<file path="config.mk">
export PLATFORM = sky130hd
export DESIGN_NAME = bed_cell
export DESIGN_NICKNAME = d
export VERILOG_FILES = /design/src/sv/bed_pkg.sv /design/src/sv/bed_cell.sv
export SDC_FILE = /design/constraint.sdc
export NUM_CORES = 1
export LEC_CHECK = 0
export ABC_AREA = 1
export BUFFER_PORTS_ARGS = -buffer_cell sky130_fd_sc_hd__buf_2
export CORE_ASPECT_RATIO = 0.5
export CORE_UTILIZATION = 46
export DETAILED_ROUTE_END_ITERATION = 10
export GPL_ROUTABILITY_DRIVEN = 0
export PLACE_DENSITY_LB_ADDON = 0.25
export SYNTH_ARGS = -nofsm -noshare
export SYNTH_HDL_FRONTEND = slang
export SYNTH_SLANG_ARGS = --single-unit
</file>
<file path="constraint.sdc">
create_clock -name i_clk -period 4.46 [get_ports i_clk]
set_input_delay 0.892 -clock i_clk [delete_from_list [all_inputs] [get_ports i_clk]]
set_output_delay 0.892 -clock i_clk [all_outputs]
set_load 0.005 [all_outputs]
</file>
<file path="src/sv/bed_pkg.sv">
package bed_pkg;

    localparam int MAX_LEN_DEF = 64;
    localparam int SYM_W       = 8;
    localparam int MAXD_W      = 7;
    localparam int DIST_W      = 7;
    localparam int CFG_IDX_W   = 2;

    localparam logic [DIST_W-1:0]    OUT_MAX          = 7'd127;
    localparam logic [MAXD_W-1:0]    MAX_DIST_RESET   = 7'd64;
    localparam logic [CFG_IDX_W-1:0] CFG_BOUND_ENABLE = 2'd0;
    localparam logic [CFG_IDX_W-1:0] CFG_MAX_DISTANCE = 2'd1;
    localparam logic                 FUNC_LOAD        = 1'b0;
    localparam logic                 FUNC_TEXT        = 1'b1;

    typedef struct packed {
        logic             func;
        logic [SYM_W-1:0] symbol;
        logic             last;
        logic             empty_req;
    } t_in;

    typedef struct packed {
        logic [DIST_W-1:0] distance;
        logic              capped;
        logic              overflow;
    } t_out;

    // control part of the token that walks down the cell row
    typedef struct packed {
        logic valid;
        logic all_over;
    } t_tok_ctl;

    typedef enum logic [1:0] {
        S_IDLE,
        S_SWEEP,
        S_RESULT
    } t_state;

endpackage

</file>
<file path="src/sv/bed_cell.sv">
module bed_cell
    import bed_pkg::*;
#(
    parameter int VW  = 7,
    parameter int IDX = 1
) (
    input  logic              i_clk,
    input  logic              i_rst_n,
    input  logic              i_init,
    input  logic              i_wr,
    input  logic [SYM_W-1:0]  i_wr_sym,
    input  logic              i_active,
    input  logic [MAXD_W-1:0] i_max_dist,
    input  t_tok_ctl          i_tok,
    input  logic [VW-1:0]     i_left,
    input  logic [VW-1:0]     i_diag,
    input  logic [SYM_W-1:0]  i_sym,
    output t_tok_ctl          o_tok,
    output logic [VW-1:0]     o_left,
    output logic [VW-1:0]     o_diag,
    output logic [SYM_W-1:0]  o_sym,
    output logic [VW-1:0]     o_val
);

    localparam int CW = ((VW > MAXD_W) ? VW : MAXD_W) + 1;

    logic [SYM_W-1:0] r_sym;
    logic [VW-1:0]    r_val;
    t_tok_ctl         r_tok;
    logic [VW-1:0]    r_left;
    logic [VW-1:0]    r_diag;
    logic [SYM_W-1:0] r_tsym;

    logic          w_step;
    logic [VW-1:0] w_up1;
    logic [VW-1:0] w_left1;
    logic [VW-1:0] w_diagc;
    logic [VW-1:0] w_m;
    logic [VW-1:0] n_val;

    always_comb begin
        w_step  = i_tok.valid & i_active;
        w_up1   = r_val + VW'(1);
        w_left1 = i_left + VW'(1);
        w_diagc = i_diag + VW'(r_sym != i_sym);
        w_m     = (w_up1 < w_left1) ? w_up1 : w_left1;
        n_val   = (w_m < w_diagc) ? w_m : w_diagc;
    end

    always_ff @(posedge i_clk) begin
        if (i_wr) begin
            r_sym <= i_wr_sym;
        end
    end

    always_ff @(posedge i_clk) begin
        if (!i_rst_n || i_init) begin
            r_val <= VW'(IDX);
        end else if (w_step) begin
            r_val <= n_val;
        end
    end

    always_ff @(posedge i_clk) begin
        if (!i_rst_n) begin
            r_tok <= '0;
        end else begin
            r_tok.valid    <= w_step;
            r_tok.all_over <= i_tok.all_over & (CW'(n_val) > CW'(i_max_dist));
        end
    end

    // hand the new value on as left, the old one as diagonal
    always_ff @(posedge i_clk) begin
        if (w_step) begin
            r_left <= n_val;
            r_diag <= r_val;
            r_tsym <= i_sym;
        end
    end

    assign o_tok  = r_tok;
    assign o_left = r_left;
    assign o_diag = r_diag;
    assign o_sym  = r_tsym;
    assign o_val  = r_val;

endmodule

</file>
==> results of run 1 <==
==> placed cells by master, fill, tap and decap left out, types with 2 or more instances in the layout <==
| cell | instances |
|---|---|
| a21oi_1 | 8 |
| edfxtp_1 | 30 |
| buf_4 | 33 |
| xor2_1 | 13 |
| buf_2 | 74 |
| nand2_1 | 48 |
| xnor2_2 | 3 |
| nand2_4 | 2 |
| xnor2_1 | 3 |
| ha_4 | 4 |
| nand2_2 | 10 |
| o21ai_1 | 5 |
| nand3_2 | 2 |
| inv_2 | 2 |
| nand3_1 | 23 |
| inv_1 | 36 |
| xor2_2 | 2 |
| dfxtp_1 | 9 |
| ha_1 | 17 |
| clkbuf_8 | 5 |
| nor2_1 | 14 |
| nand3b_1 | 4 |
==> cells in the mapped netlist (all sizes together) <==
cell    count
a211oi      2
a21oi       9
a221oi      1
a311oi      1
buf         2
clkbuf      1
dfxtp       9
edfxtp     30
ha         22
inv        38
nand2      61
nand3      25
nand3b      4
nand4       1
nor2       14
nor3        1
o21ai       6
or2         1
or4         1
xnor2       6
xor2       15
==> per-stage QoR <==
stage                     utilization, %  instance area, um2
after floorplan                        -                2330
after global placement              65.3                3010
after detailed placement            65.3                3010
after CTS                           68.0                3140
after global routing                70.1                3240
final                               70.1                3240
==> worst max-delay path: cells and delay by family <==
family	cells	cell delay [ns]
simple gates	7	1.19
buf+inv	4	0.55
fa+ha+maj	4	0.78
xor+xnor	2	0.31
compound gates	5	0.83
==> worst min-delay path by stage <==
stage	start	to	slack (ns)
6_report	o_val[6]	o_diag[6]	0.50
5_1_grt	o_val[6]	o_diag[6]	0.51
2_1_floorplan	o_val[6]	o_diag[6]	0.48
3_5_place_dp	o_val[6]	o_diag[6]	0.48
3_3_place_gp	o_val[6]	o_diag[6]	0.47
4_1_cts	o_val[6]	o_diag[6]	0.50
==> sequential cells by signal (all words and copies together), names as in the netlist <==
| register | cells |
|---|---|
| o_diag | 7 |
| o_left | 7 |
| o_sym | 8 |
| o_tok | 2 |
| o_val | 7 |
| r_sym | 8 |
==> metal layers <==
metal  up-vias  global-route usage (%)  routed length, um
met5         -                       0                  0
met4         0                    10.0                136
met3        14                    4.13                339
met2        68                    39.0               2590
met1       932                    26.3               2400
li1       1045                       -                  -
==> power by group through the flow <==
stage / Combinational, mW / Sequential, mW / Clock (mW)
after global placement: 0.198 / 0.430 / 0
after floorplan: 0.108 / 0.432 / 0
after CTS: 0.212 / 0.423 / 0.233
after detailed placement: 0.206 / 0.431 / 0
after global routing: 0.254 / 0.425 / 0.245
final: 0.225 / 0.423 / 0.225
==> what timing repair did <==
item	in CTS	in global routing
gates resized for setup	9	14
setup endpoints to repair	1	1
setup buffers	1	0
pin swaps	5	2
==> final cells by class <==
class	count	area [um2]	area share, %
multi-input combinational	170	1210	37.5
tap	66	82.6	2.55
inverter	38	143	4.41
timing repair buffer	108	629	19.5
sequential	39	1080	33.4
clock inverter	2	12.5	0.387
clock buffer	6	72.6	2.24
==> cell families (layout without fill, tap and decap cells) <==
family	count (synthesis)	after routing	synth area share (%)
AND/OR/NAND/NOR	108	108	21.9
buffers and inverters	41	154	6.82
flip-flops	39	39	46.4
adder cells (fa/ha/maj)	22	22	11.8
XOR/XNOR	21	21	7.89
AO/OA/AOI/OAI	19	19	5.16
==> reports/metrics.yaml, run 1 <==
seqPwrFrac_pct: 48.5
fill_cells: 376
min_period_ns: 4.40
area_growth_pct: 38.9
endpoint: "o_tok[0]"
ys_warn_count: 0
rows: 17
coreArea_um2: 4620
fmax_mhz: 227
grt_pass1_vias: 2053
h-tree-depth: 2
routed_via_density: 4.80
whs_ns: 0.498
synthesis.area_um2: 2330
intPower_mw: 0.633
grt.overflow.total: 0
ff2ff_setup_slack_ns: 0.34
drtIter0Drc: 142
power_switching_mw: 0.240
start_kind: "primary input"
clkTransAtPathRegs_ns: 0.07
synth.top_cell.area_share_pct: 38.7
wl_mm: 5.47
grt_first_pass_wirelength_mm: 8.82
power_density_nw_per_um2: 270
swShare_pct: 27.5
n_antenna_cell: 0
die_w_um: 103
cts_made_buffers: 5
reg2reg_depth: 21
cap_violations: 0
fin_ws_ns: 0.0603
clockBufferDepth: 2
crit_required_ns: 4.62
synthTopCellsByArea: "edfxtp_1, ha_1, nand2_1"
cts_tree: "built"
start_util_pct: 50.5
crit_path_max_incr_delay_ns: 0.57
end_kind: "flop"
syn_nets: 316
hold_viol_final: 0
num_vias: 2059
maxSlewViolCount: 0
combPwrFrac_pct: 25.8
total_power_mw: 0.874
slowest_stage: "or4_4"
worstMarginPinSlew_ns: 1.16
arrival_ns: 4.56
totalNegativeSetupSlack_ns: 0
drive_gt1_share_pct: 40.8
antenna_found_initial: 0
dieHeight_um: 52.3
dpl.hpwl_mm: 4.44
worstHoldPathCells: 0
layoutNonFillerInstCount: 429
cp_max_fo: 5
min_path_type: "flop to flop"
ant_nets: 0
final_nets: 428
ys_types: 29
cts_sinks: 39
routedWlPerCell_um: 12.7
grt_max_degree: 33
io_pins: 75
relSlewSlack_pct: 22.9
synth.largest_area_cell: "edfxtp_1"
worstPathCellList: "buf_2 -> xnor2_1 -> nand2_1 -> or4_4 -> ha_4 -> ha_2 -> nand3_2 -> nand3b_1 -> xor2_2 -> ha_1 -> buf_4 -> a211oi_4 -> buf_6 -> buf_4 -> nand3b_1 -> nand2_2 -> ha_1 -> nor2_1 -> a211oi_1 -> o21ai_1 -> a221oi_2 -> a311oi_1"
worst-setup-path-type: "primary input to flop"
dpl.cell_count: 420
root_buffer: "clkbuf_8"
syn_avg_cell_area_um2: 9.32
port_buffers: 74
dieArea_um2: 5370
peakVddDrop_mv: 0.117
hold_buffers: 0
status: "complete, no violations"
grt_usage_pct: 22.0
post-place-ws_ns: -0.509
p_clk_share_pct: 25.8
drc: 0
r2r_start: "r_sym[7]"
clkLatencyLatePin_ns: 0.28
p_leak_nw: 1.66
firstDrtPassIters: 6
syn_inst: 250
cp-startpoint: "i_sym[6]"
yosysSeqAreaShare_pct: 46.4
rsz0062_at_grt: "yes"
ys_ff_latch: 39
reg2reg_to: "o_tok[0]"
finClkSkew_ns: 0.00343
setup_viol: 0
fin_crit_sh_pct: 98.6
Note: power is estimated with default switching activity, not from simulation.
==> run 2: changes to the inputs <==
--- a/config.mk
+++ b/config.mk
@@ -11,7 +11,7 @@
 export CORE_UTILIZATION = 46
 export DETAILED_ROUTE_END_ITERATION = 10
 export GPL_ROUTABILITY_DRIVEN = 0
-export PLACE_DENSITY_LB_ADDON = 0.25
+export PLACE_DENSITY_LB_ADDON = 0.05
 export SYNTH_ARGS = -nofsm -noshare
 export SYNTH_HDL_FRONTEND = slang
 export SYNTH_SLANG_ARGS = --single-unit
==> run 2 against run 1 <==
The flow now finishes with violations (setup timing); first-iteration DRC count decreased by 42%; worst hold slack improved by 0.010 ns; global-route usage decreased by 0.51 points; combinational power increased by 19%; die area unchanged; sequential power about the same; sequential share of layout area decreased by 1.6 points; setup slack got worse by 0.085 ns; total power increased by 5.2%; non-clock buffer count increased by 5; critical path type unchanged.
==> reports/metrics.yaml, run 2 (synthesis gave the netlist of run 1 again) <==
status: "finished with violations"
violations: "setup timing"
grt_pass1_vias: 1890  # -7.9%
final_area_um2: 3400  # +5.0%
layout_commonest_cell: "buf_2"
grt_max_degree: 33  # unchanged
seqPwrFrac_pct: 46.2  # -2.3 points
root_buffer: "clkbuf_8"
post-route-util_pct: 73.6  # +3.5 points
drtIter0Drc: 83  # -42%
combPwrFrac_pct: 29.1  # +3.3 points
setup_viol: 1  # +1
rows: 17  # unchanged
dieHeight_um: 52.3  # unchanged
routedWlPerCell_um: 13.5  # +6.1%
area_growth_pct: 45.9
end_kind: "flop"
clkTransAtPathRegs_ns: 0.07  # about the same
antenna_found_initial: 0  # unchanged
io_pins: 75  # unchanged
routed_via_density: 4.82  # +0.43%
endpoint: "o_tok[0]"
fin_ws_ns: -0.0252  # -0.0855 ns
dpl.hpwl_mm: 4.38  # -1.3%
wl_mm: 5.87  # +7.4%
layoutNonFillerInstCount: 434  # +1.2%
min_path_type: "flop to flop"
power_density_nw_per_um2: 270  # +0.16%
layout_common_cells: "buf_2, nand2_1, buf_4, inv_1, edfxtp_1"
reg2reg_depth: 22  # +4.8%
arrival_ns: 4.65  # +0.09 ns
ff2ff_setup_slack_ns: 0.21  # -0.13 ns
grt_usage_pct: 21.5  # -0.51 points
cts_made_buffers: 5  # unchanged
relSlewSlack_pct: 24.7  # +1.8 points
num_vias: 2092  # +1.6%
final_nets: 433  # +1.2%
h-tree-depth: 2  # unchanged
firstDrtPassIters: 4  # -2
cp_max_fo: 5  # unchanged
die_w_um: 103  # unchanged
reg2reg_to: "o_tok[0]"
rsz0062_at_grt: "yes"
drc: 0  # unchanged
start_kind: "primary input"
swShare_pct: 28.4  # +0.91 points
cp-startpoint: "i_sym[3]"
r2r_start: "r_sym[3]"
grt.overflow.total: 0  # unchanged
min_period_ns: 4.49  # +0.0855 ns
fmax_mhz: 223  # -1.9%
cap_violations: 0  # unchanged
worstMarginPinSlew_ns: 1.13  # -0.0268 ns
cts_tree: "built"
p_clk_share_pct: 24.7  # -1.1 points
start_util_pct: 50.5  # unchanged
maxSlewViolCount: 0  # unchanged
peakVddDrop_mv: 0.133  # +13%
dpl.cell_count: 420  # unchanged
clkLatencyLatePin_ns: 0.28  # about the same
totalNegativeSetupSlack_ns: -0.0252  # -0.0252 ns
dpl_cell_area_um2: 3010  # unchanged
cts_sinks: 39  # unchanged
hold_viol_final: 0  # unchanged
worst-setup-path-type: "primary input to flop"
drive_gt1_share_pct: 44.8  # +4.1 points
p_leak_nw: 1.73  # +4.6%
coreArea_um2: 4620  # unchanged
fin_crit_sh_pct: 101  # +1.9 points
fill_cells: 345  # -8.2%
grt_first_pass_wirelength_mm: 8.42  # -4.5%
crit_required_ns: 4.62  # about the same
ant_nets: 0  # unchanged
power_switching_mw: 0.261  # +8.7%
n_antenna_cell: 0  # unchanged
port_buffers: 74  # unchanged
intPower_mw: 0.658  # +3.9%
dieArea_um2: 5370  # unchanged
clockBufferDepth: 2  # unchanged
finClkSkew_ns: 0.00450  # +0.00107 ns
-- run 2: power groups by stage --
| stage | clock network (mW) | registers (mW) | logic (mW) |
|---|---|---|---|
| floorplan | 0 | 0.432 | 0.108 |
| global placement | 0 | 0.430 | 0.200 |
| detailed placement | 0 | 0.431 | 0.208 |
| CTS | 0.232 | 0.423 | 0.216 |
| global route | 0.245 | 0.426 | 0.295 |
| finish | 0.227 | 0.424 | 0.268 |
-- run 2: worst min path at each step --
stage / slack, ns / to / cells after the start / from
6_report: 0.51 / o_diag[6] / 0 / o_val[6]
4_1_cts: 0.51 / o_diag[6] / 0 / o_val[6]
5_1_grt: 0.53 / o_diag[6] / 0 / o_val[6]
3_3_place_gp: 0.49 / o_diag[6] / 0 / o_val[6]
3_5_place_dp: 0.49 / o_diag[6] / 0 / o_val[6]
2_1_floorplan: 0.48 / o_diag[6] / 0 / o_val[6]
-- run 2: area by class of cell --
class	instances	area, um2	area share, %
clock buffers	6	72.6	2.14
clock inverters	2	12.5	0.368
inverters	38	143	4.20
multi-input cells	170	1310	38.6
flip-flops and latches	39	1080	31.8
well taps	66	82.6	2.43
repair buffers	113	696	20.5
-- run 2: per-layer routing --
layer,global-route usage (%),vias to the layer above,wire [um]
li1,-,1056,-
met5,0,-,0
met3,4.13,4,335
met4,6.43,0,38
met1,27.6,967,2700
met2,37.1,65,2800
-- run 2: stage by stage --
stage               hold slack [ns]  setup slack, ns  power (mW)
finish                        0.508          -0.0252       0.919
global route                  0.534           -0.119       0.966
CTS                           0.512          0.00363       0.870
detailed placement            0.493           -0.486       0.639
global placement              0.487           -0.250       0.630
floorplan                     0.476         -0.00153       0.540
-- run 2: what timing repair did --
action                     CTS  global route
hold buffers                 0             0
resized for setup           10            40
pin swaps                    6            25
setup endpoints to repair    1             1
setup buffers                3             3
-- run 2: worst max-delay path, stage by stage --
cell	delay [ns]
buf_6	0.10
xnor2_2	0.13
nand4_1	0.14
or4_4	0.60
ha_4	0.20
ha_4	0.17
nand3_4	0.06
nand3b_1	0.12
xor2_1	0.21
ha_1	0.30
buf_6	0.13
a211oi_4	0.22
buf_6	0.16
nand2_8	0.07
nand2_4	0.08
nand2_4	0.06
ha_4	0.26
nand2_4	0.08
nor2_4	0.04
a211oi_2	0.19
o21ai_2	0.10
a221oi_2	0.24
a311oi_1	0.08
==> run 3: changes to the inputs <==
--- a/config.mk
+++ b/config.mk
@@ -8,7 +8,8 @@
 export ABC_AREA = 1
 export BUFFER_PORTS_ARGS = -buffer_cell sky130_fd_sc_hd__buf_2
 export CORE_ASPECT_RATIO = 0.5
-export CORE_UTILIZATION = 46
+export CORE_MARGIN = 2
+export CORE_UTILIZATION = 51
 export DETAILED_ROUTE_END_ITERATION = 10
 export GPL_ROUTABILITY_DRIVEN = 0
 export PLACE_DENSITY_LB_ADDON = 0.05
==> constraint.sdc (replaced) <==
create_clock -name i_clk -period 4.65 [get_ports i_clk]
set_input_delay 0.93 -clock i_clk [delete_from_list [all_inputs] [get_ports i_clk]]
set_output_delay 0.93 -clock i_clk [all_outputs]
set_load 0.005 [all_outputs]
==> run 3 against run 2 <==
The flow now finishes without violations; register-to-register slack improved by 0.09 ns; final cell count fell by 5.1%; total power fell by 6.3%; non-clock buffer count fell by 13; sequential share of layout area rose by 1.1 points; wire length fell by 5.5%; global-route usage fell by 1.4 points; sequential power fell by 4%; worst hold slack got worse by 0.013 ns; critical path type unchanged; critical endpoint unchanged; largest power group unchanged.
==> reports/metrics.yaml, run 3 (synthesis gave the netlist of run 1 again) <==
status: "complete, no violations"
hp-start: "o_val[6]"
io_pins: 75  # unchanged
final_nets: 420  # -3.0%
total_power_mw: 0.861  # -6.3%
firstDrtPassIters: 4  # unchanged
layout_commonest_cell: "buf_2"
num_vias: 2055  # -1.8%
area_growth_pct: 40.8
dpl.hpwl_mm: 4.09  # -6.5%
maxSlewViolCount: 0  # unchanged
hold_buffers: 0  # unchanged
cts_tree: "built"
routed_via_density: 4.99  # +3.5%
rows: 17  # unchanged
fin_crit_sh_pct: 99.3
n_antenna_cell: 0  # unchanged
totalNegativeSetupSlack_ns: 0  # +0.0252 ns
layout_common_cells: "buf_2, nand2_1, inv_1, edfxtp_1, buf_4"
dieHeight_um: 51.8  # -1.0%
r2r_start: "r_sym[2]"
cp-startpoint: "i_sym[2]"
root_buffer: "clkbuf_8"
cts_sinks: 39  # unchanged
end_kind: "flop"
seqCellArea_um2: 1080  # unchanged
start_util_pct: 52.9  # +2.4 points
dieArea_um2: 5160  # -4.0%
peakVddDrop_mv: 0.115  # -14%
crit_required_ns: 4.81  # +0.19 ns
cap_violations: 0  # unchanged
port_buffers: 74  # unchanged
die_w_um: 99.6  # -3.0%
routedWlPerCell_um: 13.5  # -0.45%
grt.overflow.total: 0  # unchanged
cts_made_buffers: 5  # unchanged
drc: 0  # unchanged
coreArea_um2: 4400  # -4.6%
antenna_found_initial: 0  # unchanged
hold_viol_final: 0  # unchanged
worst-setup-path-type: "primary input to flop"
min_period_ns: 4.62
fmax_mhz: 217
clkLatencyLatePin_ns: 0.29  # about the same
drive_gt1_share_pct: 42.0  # -2.9 points
power_density_nw_per_um2: 263  # -2.9%
arrival_ns: 4.78  # +0.13 ns
grt_max_degree: 33  # unchanged
worstMarginPinSlew_ns: 1.10  # -0.0239 ns
p_leak_nw: 1.66  # -4.0%
post-route-util_pct: 74.5  # +0.89 points
drtIter0Drc: 116  # +40%
grt_pass1_vias: 1824  # -3.5%
start_kind: "primary input"
relSlewSlack_pct: 26.3  # +1.6 points
clockBufferDepth: 2  # unchanged
cp_max_fo: 7  # +2
wl_mm: 5.55  # -5.5%
fill_cells: 321  # -7.0%
ant_nets: 0  # unchanged
min_path_type: "flop to flop"
grt_usage_pct: 20.1  # -1.4 points
grt_first_pass_wirelength_mm: 7.96  # -5.5%
multi_input_area_um2: 1300  # -0.76%
h-tree-depth: 2  # unchanged
setup_viol: 0  # -1
clkTransAtPathRegs_ns: 0.07  # about the same
finClkSkew_ns: 0.00367  # -0.000835 ns
## run 3: cell type report
| type | count | area share, % |
|---|---|---|
| inverters | 38 | 4.35 |
| repair buffers | 100 | 18.4 |
| flip-flops and latches | 39 | 33.0 |
| clock buffers | 7 | 2.33 |
| multi-input cells | 170 | 39.7 |
| well taps | 57 | 2.17 |
| clock inverters | 1 | 0.153 |
## run 3: path summary, 6_finish.rpt
kind,to,slack [ns],cells past startpoint
max,o_tok[0],0.03,23
min,o_diag[6],0.49,0
min reg2reg,o_diag[6],0.49,0
max reg2reg,o_tok[0],0.30,22
## run 3: repair_timing
item | in CTS | in global routing
endpoints found under the setup margin | 0 | 1
setup buffers | 0 | 6
gates resized for setup | 0 | 47
## run 3: critical path: stages
cell	delay, ns
buf_6	0.10
xnor2_2	0.12
nand4_1	0.13
or4_4	0.59
ha_4	0.20
ha_4	0.16
nand3_4	0.06
nand3b_1	0.13
xor2_1	0.21
ha_1	0.31
nand2_2	0.12
nor2_4	0.04
a211oi_4	0.24
buf_12	0.16
buf_4	0.11
nand3b_1	0.13
nand2_2	0.12
ha_2	0.20
nor2_4	0.04
a211oi_2	0.18
o21ai_1	0.10
a221oi_1	0.30
a311oi_1	0.10
## run 3: through the flow
step	hold WS [ns]	cell area [um2]	setup WS [ns]	cells
after global placement	0.467	2920	-0.0971	398
after CTS	0.497	3000	0.0679	406
final	0.495	3280	0.0311	412
after floorplan	0.476	2330	0.150	250
after detailed placement	0.478	2920	-0.222	398
after global routing	0.517	3280	-0.138	412
## run 3: report_power, final
group	total [mW]	switching (mW)	internal (mW)
clock	0.214	0.109	0.105
combinational	0.240	0.123	0.117
sequential	0.407	0.00888	0.398
total	0.861	0.241	0.620
## run 3: metal layers
layer / track usage, % / share of wire (%) / vias up
li1: - / - / 1033
met1: 26.2 / 43 / 947
met2: 35.1 / 49 / 69
met3: 3.63 / 7.0 / 6
met4: 5.94 / 0.79 / 0
met5: 0 / 0 / -
